$ cat src/design/assert_macros.svh
// Assertion macros for the segment allocator.
// Used by the top level only; needs nothing else.
`ifndef ASSERT_MACROS_SVH
`define ASSERT_MACROS_SVH

// Same-cycle implication under a synchronous reset.
`define ASSERT_IMPLIES(label, clk, rst, ante, cons) \
   label: assert property (@(posedge clk) disable iff (rst) (ante) |-> (cons)) \
      else $error("allocator check failed: same-cycle implication");

// Next-cycle implication under a synchronous reset.
`define ASSERT_NEXT(label, clk, rst, ante, cons) \
   label: assert property (@(posedge clk) disable iff (rst) (ante) |=> (cons)) \
      else $error("allocator check failed: next-cycle implication");

`endif

$ cat src/design/scsa_pkg.sv
// Shared types, constants and codes for the size-class segment allocator.
// Depends on nothing; every file but scsa_ram.sv and assert_macros.svh imports it.
package scsa_pkg;

   localparam int NUM_CLASSES  = 4;
   localparam int MAX_SEGMENTS = 256;

   localparam int SIZE_W  = 31;
   localparam int CNT_W   = 9;
   localparam int SEG_W   = $clog2(MAX_SEGMENTS);
   localparam int LEN_W   = $clog2(MAX_SEGMENTS + 1);
   localparam int CLASS_W = (NUM_CLASSES > 1) ? $clog2(NUM_CLASSES) : 1;
   localparam int CALC_W  = ((CNT_W > LEN_W) ? CNT_W : LEN_W) + 1;
   localparam int CSR_W   = 3;

   localparam logic [CNT_W-1:0]  COUNT_LIMIT   = CNT_W'(256);
   localparam logic [SIZE_W-1:0] SIZE_A_RESET  = SIZE_W'(100000);
   localparam logic [CNT_W-1:0]  COUNT_A_RESET = CNT_W'(100);

   typedef enum logic {
      OP_ALLOC   = 1'b0,
      OP_RELEASE = 1'b1
   } op_type;

   typedef enum logic [1:0] {
      ST_GRANTED  = 2'd0,
      ST_NO_FIT   = 2'd1,
      ST_RELEASED = 2'd2,
      ST_REJECTED = 2'd3
   } status_type;

   typedef enum logic [CSR_W-1:0] {
      REG_SIZE_A  = 3'd0,
      REG_COUNT_A = 3'd1,
      REG_SIZE_B  = 3'd2,
      REG_COUNT_B = 3'd3,
      REG_SIZE_C  = 3'd4,
      REG_COUNT_C = 3'd5,
      REG_SIZE_D  = 3'd6,
      REG_COUNT_D = 3'd7
   } csr_index_type;

   typedef logic [NUM_CLASSES-1:0][SIZE_W-1:0] size_arr_type;
   typedef logic [NUM_CLASSES-1:0][CNT_W-1:0]  count_arr_type;
   typedef logic [NUM_CLASSES-1:0][LEN_W-1:0]  len_arr_type;

   // Segment number ranges of the classes
   typedef struct packed {
      len_arr_type start;
      len_arr_type len;
      len_arr_type limit;
   } layout_type;

   // Free-list RAM access from the sequencer
   typedef struct packed {
      logic             rd_en;
      logic             wr_en;
      logic [SEG_W-1:0] addr;
      logic [SEG_W-1:0] wr_data;
   } ram_req_type;

endpackage

$ cat src/design/scsa_ram.sv
// Generic single-port RAM with registered read.
// Depends on nothing.
module scsa_ram #(
   parameter int WIDTH = 8,
   parameter int DEPTH = 256
) (
   input  logic                     clock,
   input  logic                     wr_en,
   input  logic                     rd_en,
   input  logic [$clog2(DEPTH)-1:0] addr,
   input  logic [WIDTH-1:0]         wr_data,
   output logic [WIDTH-1:0]         rd_data
);

   logic [WIDTH-1:0] mem_ff [DEPTH];
   logic [WIDTH-1:0] rd_data_ff;

   // Write or read one entry
   always_ff @(posedge clock) begin
      if (wr_en) begin
         mem_ff[addr] <= wr_data;
      end
      if (rd_en) begin
         rd_data_ff <= mem_ff[addr];
      end
   end

   assign rd_data = rd_data_ff;

endmodule

$ cat src/design/scsa_layout.sv
// Class layout: effective counts and segment number ranges of each class.
// Depends on scsa_pkg.
module scsa_layout
   import scsa_pkg::*;
(
   input  count_arr_type count,
   output layout_type    layout
);

   // Clip each count, then stack classes one after another
   always_comb begin
      logic [CALC_W-1:0] next;
      logic [CALC_W-1:0] n;
      logic [CALC_W-1:0] room;
      next   = '0;
      layout = '0;
      for (int c = 0; c < NUM_CLASSES; c++) begin
         n = CALC_W'(count[c]);
         if (n > CALC_W'(COUNT_LIMIT)) begin
            n = CALC_W'(COUNT_LIMIT);
         end
         room = CALC_W'(MAX_SEGMENTS) - next;
         if (n > room) begin
            n = room;
         end
         layout.start[c] = LEN_W'(next);
         layout.len[c]   = LEN_W'(n);
         next            = next + n;
         layout.limit[c] = LEN_W'(next);
      end
   end

endmodule

$ cat src/design/scsa_cmp_unit.sv
// Shared compare unit: request size against class size, or segment number
// against the end of a class range. Depends on scsa_pkg.
module scsa_cmp_unit
   import scsa_pkg::*;
(
   input  logic              operation,
   input  logic [SIZE_W-1:0] request_size,
   input  logic [SEG_W-1:0]  release_seg,
   input  logic [SIZE_W-1:0] class_size,
   input  logic [LEN_W-1:0]  class_limit,
   output logic              fits
);

   logic [SIZE_W:0] operand_a;
   logic [SIZE_W:0] operand_b;

   // Segment below the limit is segment + 1 at or below it
   always_comb begin
      if (operation == OP_RELEASE) begin
         operand_a = (SIZE_W+1)'(release_seg) + (SIZE_W+1)'(1);
         operand_b = (SIZE_W+1)'(class_limit);
      end else begin
         operand_a = (SIZE_W+1)'(request_size);
         operand_b = (SIZE_W+1)'(class_size);
      end
   end

   assign fits = (operand_a <= operand_b);

endmodule

$ cat src/design/scsa_seq.sv
// Sequencer: walks the classes one per cycle through the shared compare
// unit, keeps list heads and free counts, drives the free-list RAM.
// Depends on scsa_pkg and scsa_cmp_unit.
module scsa_seq
   import scsa_pkg::*;
(
   input  logic              clock,
   input  logic              reset,
   input  logic              start,
   output logic              busy,
   input  logic              req_operation,
   input  logic [SIZE_W-1:0] req_request_size,
   input  logic [SEG_W-1:0]  req_release_seg,
   input  logic              csr_write_enable,
   input  size_arr_type      class_size,
   input  layout_type        layout,
   input  logic [SEG_W-1:0]  ram_q,
   input  logic              valid_q,
   output ram_req_type       ram_req,
   output logic              rsp_valid,
   output logic [1:0]        rsp_status,
   output logic [SEG_W-1:0]  rsp_granted_segment,
   output logic [SIZE_W-1:0] rsp_granted_size
);

   typedef enum logic [1:0] {
      S_IDLE,
      S_REBUILD,
      S_SCAN,
      S_READ
   } state_type;

   state_type            state_ff, state_in;
   logic                 op_ff, op_in;
   logic [SIZE_W-1:0]    size_ff, size_in;
   logic [SEG_W-1:0]     seg_ff, seg_in;
   logic [CLASS_W-1:0]   cls_ff, cls_in;
   logic [SEG_W-1:0]     addr_ff, addr_in;
   logic [SIZE_W-1:0]    grant_size_ff, grant_size_in;
   len_arr_type          head_ff, head_in;
   len_arr_type          free_ff, free_in;
   logic                 rsp_valid_ff, rsp_valid_in;
   logic [1:0]           rsp_status_ff, rsp_status_in;
   logic [SEG_W-1:0]     rsp_seg_ff, rsp_seg_in;
   logic [SIZE_W-1:0]    rsp_size_ff, rsp_size_in;
   logic                 fits;

   // One comparison per cycle for the class under scan
   scsa_cmp_unit u_cmp (
      .operation      (op_ff),
      .request_size   (size_ff),
      .release_seg    (seg_ff),
      .class_size     (class_size[cls_ff]),
      .class_limit    (layout.limit[cls_ff]),
      .fits           (fits)
   );

   // Next-state and datapath
   always_comb begin
      logic [LEN_W-1:0] head_next;
      logic [LEN_W:0]   pos;
      logic             last;
      state_in      = state_ff;
      op_in         = op_ff;
      size_in       = size_ff;
      seg_in        = seg_ff;
      cls_in        = cls_ff;
      addr_in       = addr_ff;
      grant_size_in = grant_size_ff;
      head_in       = head_ff;
      free_in       = free_ff;
      rsp_valid_in  = 1'b0;
      rsp_status_in = rsp_status_ff;
      rsp_seg_in    = rsp_seg_ff;
      rsp_size_in   = rsp_size_ff;
      ram_req       = '0;
      last          = (cls_ff == CLASS_W'(NUM_CLASSES - 1));
      head_next     = head_ff[cls_ff] + LEN_W'(1);
      pos           = (LEN_W+1)'(head_ff[cls_ff]) + (LEN_W+1)'(free_ff[cls_ff]);
      if (pos >= (LEN_W+1)'(layout.len[cls_ff])) begin
         pos = pos - (LEN_W+1)'(layout.len[cls_ff]);
      end

      unique case (state_ff)
         S_IDLE: begin
            if (csr_write_enable) begin
               state_in = S_REBUILD;
            end else if (start) begin
               op_in    = req_operation;
               size_in  = req_request_size;
               seg_in   = req_release_seg;
               cls_in   = '0;
               state_in = S_SCAN;
            end
         end

         // Refill every list after reset or new configuration; hold while writes go on
         S_REBUILD: begin
            for (int c = 0; c < NUM_CLASSES; c++) begin
               head_in[c] = '0;
               free_in[c] = layout.len[c];
            end
            state_in = csr_write_enable ? S_REBUILD : S_IDLE;
         end

         S_SCAN: begin
            if (op_ff == OP_ALLOC) begin
               if (fits && (free_ff[cls_ff] != '0) && (layout.len[cls_ff] != '0)) begin
                  // Take the oldest free segment of this class
                  addr_in        = SEG_W'(layout.start[cls_ff] + head_ff[cls_ff]);
                  ram_req.rd_en  = 1'b1;
                  ram_req.addr   = addr_in;
                  head_in[cls_ff] = (head_next == layout.len[cls_ff]) ? '0 : head_next;
                  free_in[cls_ff] = free_ff[cls_ff] - LEN_W'(1);
                  grant_size_in  = class_size[cls_ff];
                  state_in       = S_READ;
               end else if (last) begin
                  rsp_valid_in  = 1'b1;
                  rsp_status_in = ST_NO_FIT;
                  rsp_seg_in    = '0;
                  rsp_size_in   = '0;
                  state_in      = S_IDLE;
               end else begin
                  cls_in = cls_ff + CLASS_W'(1);
               end
            end else begin
               if (fits) begin
                  rsp_valid_in = 1'b1;
                  rsp_seg_in   = '0;
                  rsp_size_in  = '0;
                  state_in     = S_IDLE;
                  if ((layout.len[cls_ff] == '0) ||
                      (free_ff[cls_ff] >= layout.len[cls_ff])) begin
                     rsp_status_in = ST_REJECTED;
                  end else begin
                     // Append at the tail of the owning class
                     ram_req.wr_en   = 1'b1;
                     ram_req.addr    = SEG_W'(layout.start[cls_ff] + LEN_W'(pos));
                     ram_req.wr_data = seg_ff;
                     free_in[cls_ff] = free_ff[cls_ff] + LEN_W'(1);
                     rsp_status_in   = ST_RELEASED;
                  end
               end else if (last) begin
                  // Segment lies beyond every class
                  rsp_valid_in  = 1'b1;
                  rsp_status_in = ST_REJECTED;
                  rsp_seg_in    = '0;
                  rsp_size_in   = '0;
                  state_in      = S_IDLE;
               end else begin
                  cls_in = cls_ff + CLASS_W'(1);
               end
            end
         end

         // Free-list data arrives; unwritten entries hold their own index
         S_READ: begin
            rsp_valid_in  = 1'b1;
            rsp_status_in = ST_GRANTED;
            rsp_seg_in    = valid_q ? ram_q : addr_ff;
            rsp_size_in   = grant_size_ff;
            state_in      = S_IDLE;
         end
      endcase
   end

   // State and registered outputs
   always_ff @(posedge clock) begin
      if (reset) begin
         state_ff     <= S_REBUILD;
         cls_ff       <= '0;
         head_ff      <= '0;
         free_ff      <= '0;
         rsp_valid_ff <= 1'b0;
      end else begin
         state_ff     <= state_in;
         cls_ff       <= cls_in;
         head_ff      <= head_in;
         free_ff      <= free_in;
         rsp_valid_ff <= rsp_valid_in;
      end
      op_ff         <= op_in;
      size_ff       <= size_in;
      seg_ff        <= seg_in;
      addr_ff       <= addr_in;
      grant_size_ff <= grant_size_in;
      rsp_status_ff <= rsp_status_in;
      rsp_seg_ff    <= rsp_seg_in;
      rsp_size_ff   <= rsp_size_in;
   end

   assign busy                = (state_ff != S_IDLE);
   assign rsp_valid           = rsp_valid_ff;
   assign rsp_status          = rsp_status_ff;
   assign rsp_granted_segment = rsp_seg_ff;
   assign rsp_granted_size    = rsp_size_ff;

endmodule

$ cat src/design/size_class_segment_allocator.sv
// Size-class segment allocator: takes one request while busy is low and no
// csr write is on, and returns one result per request on a one-cycle rsp_valid
// strobe that cannot be held off. A grant from class k (0 = first class) scans
// classes 0 to k and then reads the free-list RAM; a failed grant scans every
// class; a release scans up to the owning class k, or every class when the
// segment lies beyond all classes. The sequencer compares one class per cycle
// in a shared comparator. The next request is taken in the cycle the strobe
// shows. After reset the block is busy while lists are rebuilt; after csr
// writes it is busy in the rebuild state, which it enters on the first write
// of a run and leaves once the writes stop. Per-entry valid bits stand in for
// refilling the RAM, so no clearing pass runs.
// Depends on scsa_pkg, scsa_ram, scsa_layout, scsa_seq and assert_macros.svh.
`include "assert_macros.svh"

module size_class_segment_allocator
   import scsa_pkg::*;
(
   input  logic              clock,
   input  logic              reset,
   input  logic              start,
   output logic              busy,
   input  logic              req_operation,
   input  logic [SIZE_W-1:0] req_request_size,
   input  logic [SEG_W-1:0]  req_release_seg,
   output logic              rsp_valid,
   output logic [1:0]        rsp_status,
   output logic [SEG_W-1:0]  rsp_granted_segment,
   output logic [SIZE_W-1:0] rsp_granted_size,
   input  logic              csr_write_enable,
   input  logic [CSR_W-1:0]  csr_index,
   input  logic [SIZE_W-1:0] csr_write_data
);

   size_arr_type            size_ff, size_in;
   count_arr_type           count_ff, count_in;
   logic [MAX_SEGMENTS-1:0] valid_ff, valid_in;
   logic                    valid_q_ff;
   layout_type              layout;
   ram_req_type             ram_req;
   logic [SEG_W-1:0]        ram_q;

   // Decode configuration writes
   always_comb begin
      size_in  = size_ff;
      count_in = count_ff;
      if (csr_write_enable) begin
         unique case (csr_index_type'(csr_index))
            REG_SIZE_A:  size_in[0]  = csr_write_data;
            REG_COUNT_A: count_in[0] = csr_write_data[CNT_W-1:0];
            REG_SIZE_B:  size_in[1]  = csr_write_data;
            REG_COUNT_B: count_in[1] = csr_write_data[CNT_W-1:0];
            REG_SIZE_C:  size_in[2]  = csr_write_data;
            REG_COUNT_C: count_in[2] = csr_write_data[CNT_W-1:0];
            REG_SIZE_D:  size_in[3]  = csr_write_data;
            REG_COUNT_D: count_in[3] = csr_write_data[CNT_W-1:0];
         endcase
      end
   end

   // Drop all valid bits on new configuration, mark released entries
   always_comb begin
      valid_in = valid_ff;
      if (csr_write_enable) begin
         valid_in = '0;
      end else if (ram_req.wr_en) begin
         valid_in[ram_req.addr] = 1'b1;
      end
   end

   always_ff @(posedge clock) begin
      if (reset) begin
         size_ff  <= {{((NUM_CLASSES - 1) * SIZE_W){1'b0}}, SIZE_A_RESET};
         count_ff <= {{((NUM_CLASSES - 1) * CNT_W){1'b0}}, COUNT_A_RESET};
         valid_ff <= '0;
      end else begin
         size_ff  <= size_in;
         count_ff <= count_in;
         valid_ff <= valid_in;
      end
      if (ram_req.rd_en) begin
         valid_q_ff <= valid_ff[ram_req.addr];
      end
   end

   scsa_layout u_layout (
      .count  (count_ff),
      .layout (layout)
   );

   scsa_ram #(
      .WIDTH (SEG_W),
      .DEPTH (MAX_SEGMENTS)
   ) u_free_list (
      .clock   (clock),
      .wr_en   (ram_req.wr_en),
      .rd_en   (ram_req.rd_en),
      .addr    (ram_req.addr),
      .wr_data (ram_req.wr_data),
      .rd_data (ram_q)
   );

   scsa_seq u_seq (
      .clock               (clock),
      .reset               (reset),
      .start               (start),
      .busy                (busy),
      .req_operation       (req_operation),
      .req_request_size    (req_request_size),
      .req_release_seg     (req_release_seg),
      .csr_write_enable    (csr_write_enable),
      .class_size          (size_ff),
      .layout              (layout),
      .ram_q               (ram_q),
      .valid_q             (valid_q_ff),
      .ram_req             (ram_req),
      .rsp_valid           (rsp_valid),
      .rsp_status          (rsp_status),
      .rsp_granted_segment (rsp_granted_segment),
      .rsp_granted_size    (rsp_granted_size)
   );

   // A result only follows a cycle of work
   `ASSERT_IMPLIES(a_rsp_after_busy, clock, reset, rsp_valid, $past(busy))
   // Non-grant results carry zero segment and size
   `ASSERT_IMPLIES(a_zero_unless_granted, clock, reset,
      rsp_valid && (rsp_status != ST_GRANTED),
      (rsp_granted_segment == '0) && (rsp_granted_size == '0))
   // An accepted request keeps the block busy
   `ASSERT_NEXT(a_busy_after_accept, clock, reset, start && !busy, busy)
   // A configuration write is followed by busy with no result strobe
   `ASSERT_NEXT(a_rebuild_after_csr, clock, reset, csr_write_enable, busy && !rsp_valid)

endmodule

$ cat config.mk
export PLATFORM = sky130hd
export DESIGN_NAME = size_class_segment_allocator
export DESIGN_NICKNAME = d
export VERILOG_FILES = /design/src/design/scsa_pkg.sv /design/src/design/scsa_ram.sv /design/src/design/scsa_layout.sv /design/src/design/scsa_cmp_unit.sv /design/src/design/scsa_seq.sv /design/src/design/size_class_segment_allocator.sv
export VERILOG_INCLUDE_DIRS = /design/src /design/src/design
export SDC_FILE = /design/constraint.sdc
export NUM_CORES = 2
export LEC_CHECK = 0
export ABC_CLOCK_PERIOD_IN_PS = 20000
export BUFFER_PORTS_ARGS = -buffer_cell sky130_fd_sc_hd__buf_2
export CAP_MARGIN = 40
export CELL_PAD_IN_SITES_DETAIL_PLACEMENT = 1
export CELL_PAD_IN_SITES_GLOBAL_PLACEMENT = 1
export CORE_MARGIN = 2
export CORE_UTILIZATION = 35
export DETAILED_ROUTE_END_ITERATION = 10
export PLACE_DENSITY_LB_ADDON = 0.1
export SYNTH_ARGS = -nofsm -noshare
export SYNTH_HDL_FRONTEND = slang
export SYNTH_SLANG_ARGS = --single-unit
$ cat constraint.sdc
create_clock -name clock -period 20 [get_ports clock]
set_input_delay 4 -clock clock [delete_from_list [all_inputs] [get_ports clock]]
set_output_delay 4 -clock clock [all_outputs]
set_load 0.02 [all_outputs]
== Word-level counts from Yosys, hierarchy flattened ==
Memory sizes are Yosys's and may differ from the RTL's. A register that Yosys moved wholly into a read port is not among the register bits.
Cells that the tools add are included.
Word-level totals
  register bits after elaboration: 614
  bits in writable memories: 2048
  input bits: 78
  output and inout bits: 43
  logic and storage cells: 207
  memories kept: 1
Operators by class
  add/subtract/negate cells: 15
  $lt $le $gt $ge: 15
  eq/ne operators: 24
  multiplexer cells: 90
  bitwise logic cells: 3
  reduce and logical (&&, ||, !) cells: 30
Memories
  u_free_list.mem_ff: depth 256, width 8, rd ports 1, clocked after Yosys merged registers in 1, write ports 1, RTL line scsa_ram.sv:15  | logic [WIDTH-1:0] mem_ff [DEPTH];
Operators with widths (number)
  $or 256x256->256: 1
  $mux 31: 7
  $mux 36: 6
  $pmux 36 s2: 2
  $bwmux 36: 3
  $mux 9: 12
  $bmux 9 s2: 5
  $mux 8: 10
  $bmux 31 s2: 1
  $pmux 31 s2: 1
  $gt 9x9->1 const B: 5
  $mux 17: 2
  $mux 2: 17
  $le 32x32->1: 1
  $gt 9x10->1: 3
  $mux 10: 2
  $sub 9x10->10 const A: 2
  $add 9x1->9 const B: 2
  $demux 9 s2: 1
  $mux 18: 1
  $reduce_and 2->1: 9
  $reduce_bool 9->1: 2
  $add 8x8->8: 2
  $pmux 8 s2: 1
  other kinds (43): 79

== Depth between registers and ports, before layout ==
  word-level depth: 30
  gate-level depth with buffers: 92
  depth with buffers taken out: 80

== By module ==
Synthesis repeated with hierarchy kept, for this count alone.
Unflattened totals
  cell total of the unflattened synthesis: 6771
  area, all modules: 109495.0 um2
Modules (own cells, without submodules)
  scsa_ram: instances 1, cells an instance 3547, area an instance 78572.9 um2, sequential area each 61739.2 um2
  size_class_segment_allocator: instances 1, cells an instance 1757, area an instance 15487.4 um2, sequential area each 8358.0 um2
  scsa_seq: instances 1, cells an instance 915, area an instance 11323.4 um2, sequential area each 5144.9 um2
  scsa_layout: instances 1, cells an instance 383, area an instance 2862.7 um2, sequential area each 0.0 um2
  scsa_cmp_unit: instances 1, cells an instance 169, area an instance 1248.7 um2, sequential area each 0.0 um2

== Worst setup path after synthesis ==
No wires, ideal clock.
  kind: register to register
  start: register count_ff[8] in the netlist's numbering
  end: memory u_free_list.mem_ff[0][0], data pin
  setup time: 0.869 ns
  data arrival time: 18.617 ns
  required time: 19.131 ns
  slack: 0.513 ns
  stages on the path, launching flop included: 78
  path buffers: 7
  clock period less this slack: 19.487 ns
  cells stage by stage: dfxtp_1 -> clkbuf_1 -> clkbuf_1 -> nand2b_1 -> ha_1 -> inv_2 -> o31ai_1 -> nand2_1 -> ha_1 -> nand4_1 -> o21bai_1 -> a32oi_1 -> nand2b_1 -> clkbuf_1 -> mux2i_1 -> ha_1 -> fa_1 -> a21o_1 -> [... 42 more ...] -> a21oi_1 -> xnor2_1 -> nor2_1 -> xor2_1 -> a21oi_1 -> nand2_1 -> o21ai_0 -> ha_1 -> nand4_1 -> nor2_1 -> a221o_1 -> o311ai_0 -> nand3_1 -> nor3_1 -> a21boi_1 -> clkbuf_1 -> clkbuf_1 -> and2_1
RTL lines
  from (decl): RTL line size_class_segment_allocator.sv:35  | count_arr_type count_ff, count_in;
  from (signal assigned): RTL line size_class_segment_allocator.sv:73  | count_ff <= {{((NUM_CLASSES - 1) * CNT_W){1'b0}}, COUNT_A_RESET};
  from (signal assigned): RTL line size_class_segment_allocator.sv:77  | count_ff <= count_in;
  to (decl): RTL line scsa_ram.sv:15

== Worst setup path after layout ==
  start: register count_ff[8] in the netlist's numbering
  end: register valid_q_ff, data pin
On the way
  word-level cells in the longest chain between the ends: 27
  elaborated cells between the ends (all ways): 42
  classes of those cells: add/sub (9); order compare (8); mux (20); reduce/logical (5)
Ends and longest elaborated chain
  $gt 9x9->1: RTL line scsa_layout.sv:19  | if (n > CALC_W'(COUNT_LIMIT)) begin
  $mux 9 *: RTL line scsa_layout.sv:19
  $gt 9x9->1: RTL line scsa_layout.sv:23  | if (n > room) begin
  $mux 9 *: RTL line scsa_layout.sv:23
  $sub 9x9->10: RTL line scsa_layout.sv:22  | room = CALC_W'(MAX_SEGMENTS) - next;
  $gt 9x10->1: RTL line scsa_layout.sv:23
  $mux 10: RTL line scsa_layout.sv:23
  $add 9x10->10: RTL line scsa_layout.sv:28  | next = next + n;
  [... 10 more ...]
  $mux 31: RTL line scsa_cmp_unit.sv:19  | if (operation == OP_RELEASE) begin
  $le 32x32->1: RTL line scsa_cmp_unit.sv:28  | assign fits = (operand_a <= operand_b);
  $logic_and 1x1->1 (2 in a row): RTL line scsa_seq.sv:108  | if (fits && (free_ff[cls_ff] != '0) && (layout.len[cls_ff] != '0)) begin
  $mux 8: RTL line scsa_seq.sv:108
  $mux 8 *: RTL line scsa_seq.sv:107  | if (op_ff == OP_ALLOC) begin
  $mux 18 *: RTL line scsa_seq.sv:84  | unique case (state_ff)
  $bmux 1 s8 *: RTL line size_class_segment_allocator.sv:81  | valid_q_ff <= valid_ff[ram_req.addr];
  $mux 1 (not written as such) *: RTL line size_class_segment_allocator.sv:81
  to (signal assigned): RTL line size_class_segment_allocator.sv:81
  to (decl): RTL line size_class_segment_allocator.sv:37  | logic valid_q_ff;
Mark *: on every way between the ends. The rest lies on a longest branch, timed or not. The select of a mux whose other input is x is not followed.
A chain may end at the register's enable or synchronous reset.

==> impl_metrics.ini <==
[global_routing]
grt_pass1_wl_um = 611300
grt_pass1_vias = 75740
antenna_found_initial = 29
globalRoute.totalOverflow = 0
grt_max_degree = 105
grt_usage_pct = 27.68

[logic_synthesis]
synthDistinctLibCells = 98
yosysSeqAreaShare_pct = 70.56
postSynthCellCount = 7827
synth_warnings = 0
synth-seq-cells = 2670
yosysTopAreaCell = edfxtp_1
netlist_area_um2 = 106600
synth_area_leaders = edfxtp_1, dfxtp_1, a222oi_1
yosys.area.top_type_share_pct = 61.30
synth_edf_count = 2177
yosys-top-cells-count = edfxtp_1, nand2_1, nor2_1
ys.flop_type = edfxtp_1
synthArstFlopShare_pct = 0
yosys.cell_count.top_type = edfxtp_1
syn_area_per_cell_um2 = 13.62
syn_nets = 8051

[detailed_routing]
totalWireLength_um = 437500
detail_route.drc_violations = 0
antenna_left = 0
drt-initial-drc-count = 9995
wl_per_cell_um = 34.68
dr.pass1.iters = 10
vias_per_cell = 6.003
num_vias = 75730

[cts]
cts.sinks = 2670
clkLatencyLatePin_ns = 0.95
cts_tree = yes
clk_path_buf_depth = 4
numCtsBuffers = 304
cts_root_buf = clkbuf_16
h-tree-depth = 5
clkTransAtPathRegs_ns = 0.06

[place]
hpwl_um = 293900
place_area_um2 = 116200
io_buffer_count = 120
gp_congestion = 0.9594
dpl_worst_slack_ns = -0.4762

[hold_path]
worstHoldPathType = reg -> reg
hold_path.startpoint = size_ff[121]
hold-path-endpoint = size_ff[121]
hold_depth = 2

[floorplanning]
core_um2 = 303000
ios = 121
dieHeight_um = 556.0
die_w_um = 556.0
rows = 202
start_util_pct = 35.19
die-area_um2 = 309100

[sta]
drv_slew = 0
setup_ws_ns = 1.111
fin_crit_ns = 18.89
fmax_mhz = 52.94
worstMarginPinSlew_ns = 1.347
setup_viol = 0
hold_viol_final = 0
clock_skew_ns = 0.07245
relSlewSlack_pct = 10.23
finalCritPeriodShare_pct = 94.45

[power_and_ir_drop]
p_clk_share_pct = 47.5
leakagePower_nw = 45.17
internal-power_mw = 9.335
design_power_total_mw = 11.96
switching_power_mw = 2.623
seq_power_share_pct = 49.8
swShare_pct = 21.94
power_per_cell_area_nw_per_um2 = 94.53
ir_drop_v = 0.00006375
comb_power_share_pct = 2.7

[critical_path]
cp_slowest_cell = o21ai_0
timing.rr.start = count_ff[8]
r2r_cells = 85
cp_top_family = compound AO/OA/AOI/OAI gates
cp-start-kind = register
slowest_delay_ns = 0.71
cp_max_fo = 38
end_kind = register
rr_endpoint = valid_q_ff
worstPathRequired_ns = 20.78
regToRegSetupSlack_ns = 1.11
critPathArrivalTime_ns = 19.67
cp_num_buf_inv = 14
crit_type = reg -> reg

[finish]
nets = 8597
area_growth_pct = 18.63
fin_util_pct = 41.75
drive_gt1_share_pct = 16.42
final_cell_area_um2 = 126500

[run_status]
outcome = finished, final reports clean

[run]
maxCapViolations = 0
[metrics by stage]
stage / instances / hold slack [ns] / TNS [ns]
global route: 12610 / 0.4612 / -0.03726
floorplan: 7827 / 0.4317 / 0
CTS: 12590 / 0.4552 / 0
finish: 12620 / 0.4518 / 0
global placement: 11840 / 0.4384 / -318.91
detailed placement: 12030 / 0.4470 / -1.553
[cell type report]
type	count	area, um2
Antenna cell	9	22.52
Clock buffer	423	8397
Clock inverter	138	1653
Fill cell	30730	176500
Inverter	86	326.6
Multi-Input combinational cell	4520	29240
Sequential cell	2670	75250
Tap cell	3978	4977
Timing Repair Buffer	791	6639
[layer usage]
metal / up-vias / global-route usage (%) / part of all wire, %
met2: 3264 / 42.39 / 45
li1: 31800 / - / -
met4: 18 / 10.58 / 4.2
met3: 743 / 5.268 / 8.1
met5: - / 0 / 0.023
met1: 39910 / 38.77 / 43
[tightest hold or removal path, delay by kind of cell, from the launching register on]
kind / cells / cell delay (ns)
AO/OA/AOI/OAI: 1 / 0.05
flip-flops: 1 / 0.30
AND/OR/NAND/NOR: 1 / 0.05
[sequential cells by signal, indices dropped and copies added (netlist names)]
name / count
u_seq.size_ff: 31
u_seq.rsp_granted_segment: 8
count_ff: 36
valid_ff: 256
u_seq.rsp_valid: 1
u_seq.rsp_granted_size: 31
u_seq.rsp_status: 2
u_free_list.rd_data: 8
u_seq.state_ff: 2
u_seq.head_ff: 36
valid_q_ff: 1
u_seq.seg_ff: 8
u_seq.free_ff: 36
size_ff: 124
u_seq.op_ff: 1
u_seq.addr_ff: 8
u_seq.cls_ff: 2
u_seq.grant_size_ff: 31
u_free_list.mem_ff: 2048
[placed cells by master (no fill, tap or decap), types with 41 or more instances in the layout]
master,instances
edfxtp_1,2177
nor4_1,47
ha_1,136
clkbuf_16,306
buf_12,61
nor3_1,100
buf_4,549
a21oi_1,602
a22oi_1,308
a21o_1,44
o21ai_0,159
nor2b_1,59
nand2_1,830
dfxtp_1,491
a222oi_1,382
o21a_1,160
mux4_2,52
a32oi_1,41
a221oi_1,62
a211oi_1,62
buf_2,142
o22ai_1,121
xnor2_1,62
nor2_1,671
a22o_1,61
clkbuf_1,87
inv_1,82
[how the worst max path moves through the flow]
| stage | startpoint | end | depth (start not counted) |
|---|---|---|---|
| CTS | count_ff[8] | u_free_list.rd_data[7] | 87 |
| floorplan | count_ff[8] | u_free_list.mem_ff[0][0] | 77 |
| detailed placement | count_ff[8] | u_free_list.rd_data[7] | 84 |
| global route | count_ff[8] | u_free_list.rd_data[6] | 87 |
| global placement | count_ff[8] | u_free_list.rd_data[7] | 81 |
| finish | count_ff[8] | valid_q_ff | 85 |
[repair_timing]
action	CTS	global route
hold buffers	0	0
setup buffers	0	7
gates resized for setup	7	33
setup endpoints to repair	15	2516
pin swaps	0	3
[kinds of logic (layout without fill, tap and decap cells)]
| family | count (synthesis) | in the layout | share of synthesized area, % |
|---|---|---|---|
| AO/OA/AOI/OAI | 2262 | 2262 | 15.29 |
| buffers and inverters | 637 | 1438 | 2.470 |
| XOR/XNOR | 94 | 94 | 0.7849 |
| flip-flops | 2670 | 2670 | 70.56 |
| other | 0 | 9 | 0 |
| adder cells (fa/ha/maj) | 147 | 147 | 1.772 |
| multiplexers | 88 | 88 | 1.465 |
| AND/OR/NAND/NOR | 1929 | 1929 | 7.658 |
[power groups by stage]
stage	combinational (mW)	clock, mW	sequential [mW]
after floorplan	0.196	0	6.08
after global placement	0.312	0	6.08
after detailed placement	0.319	0	6.08
after CTS	0.321	5.77	5.96
after global routing	0.350	5.97	5.96
final	0.323	5.67	5.96
(Power assumes the default switching activity.)
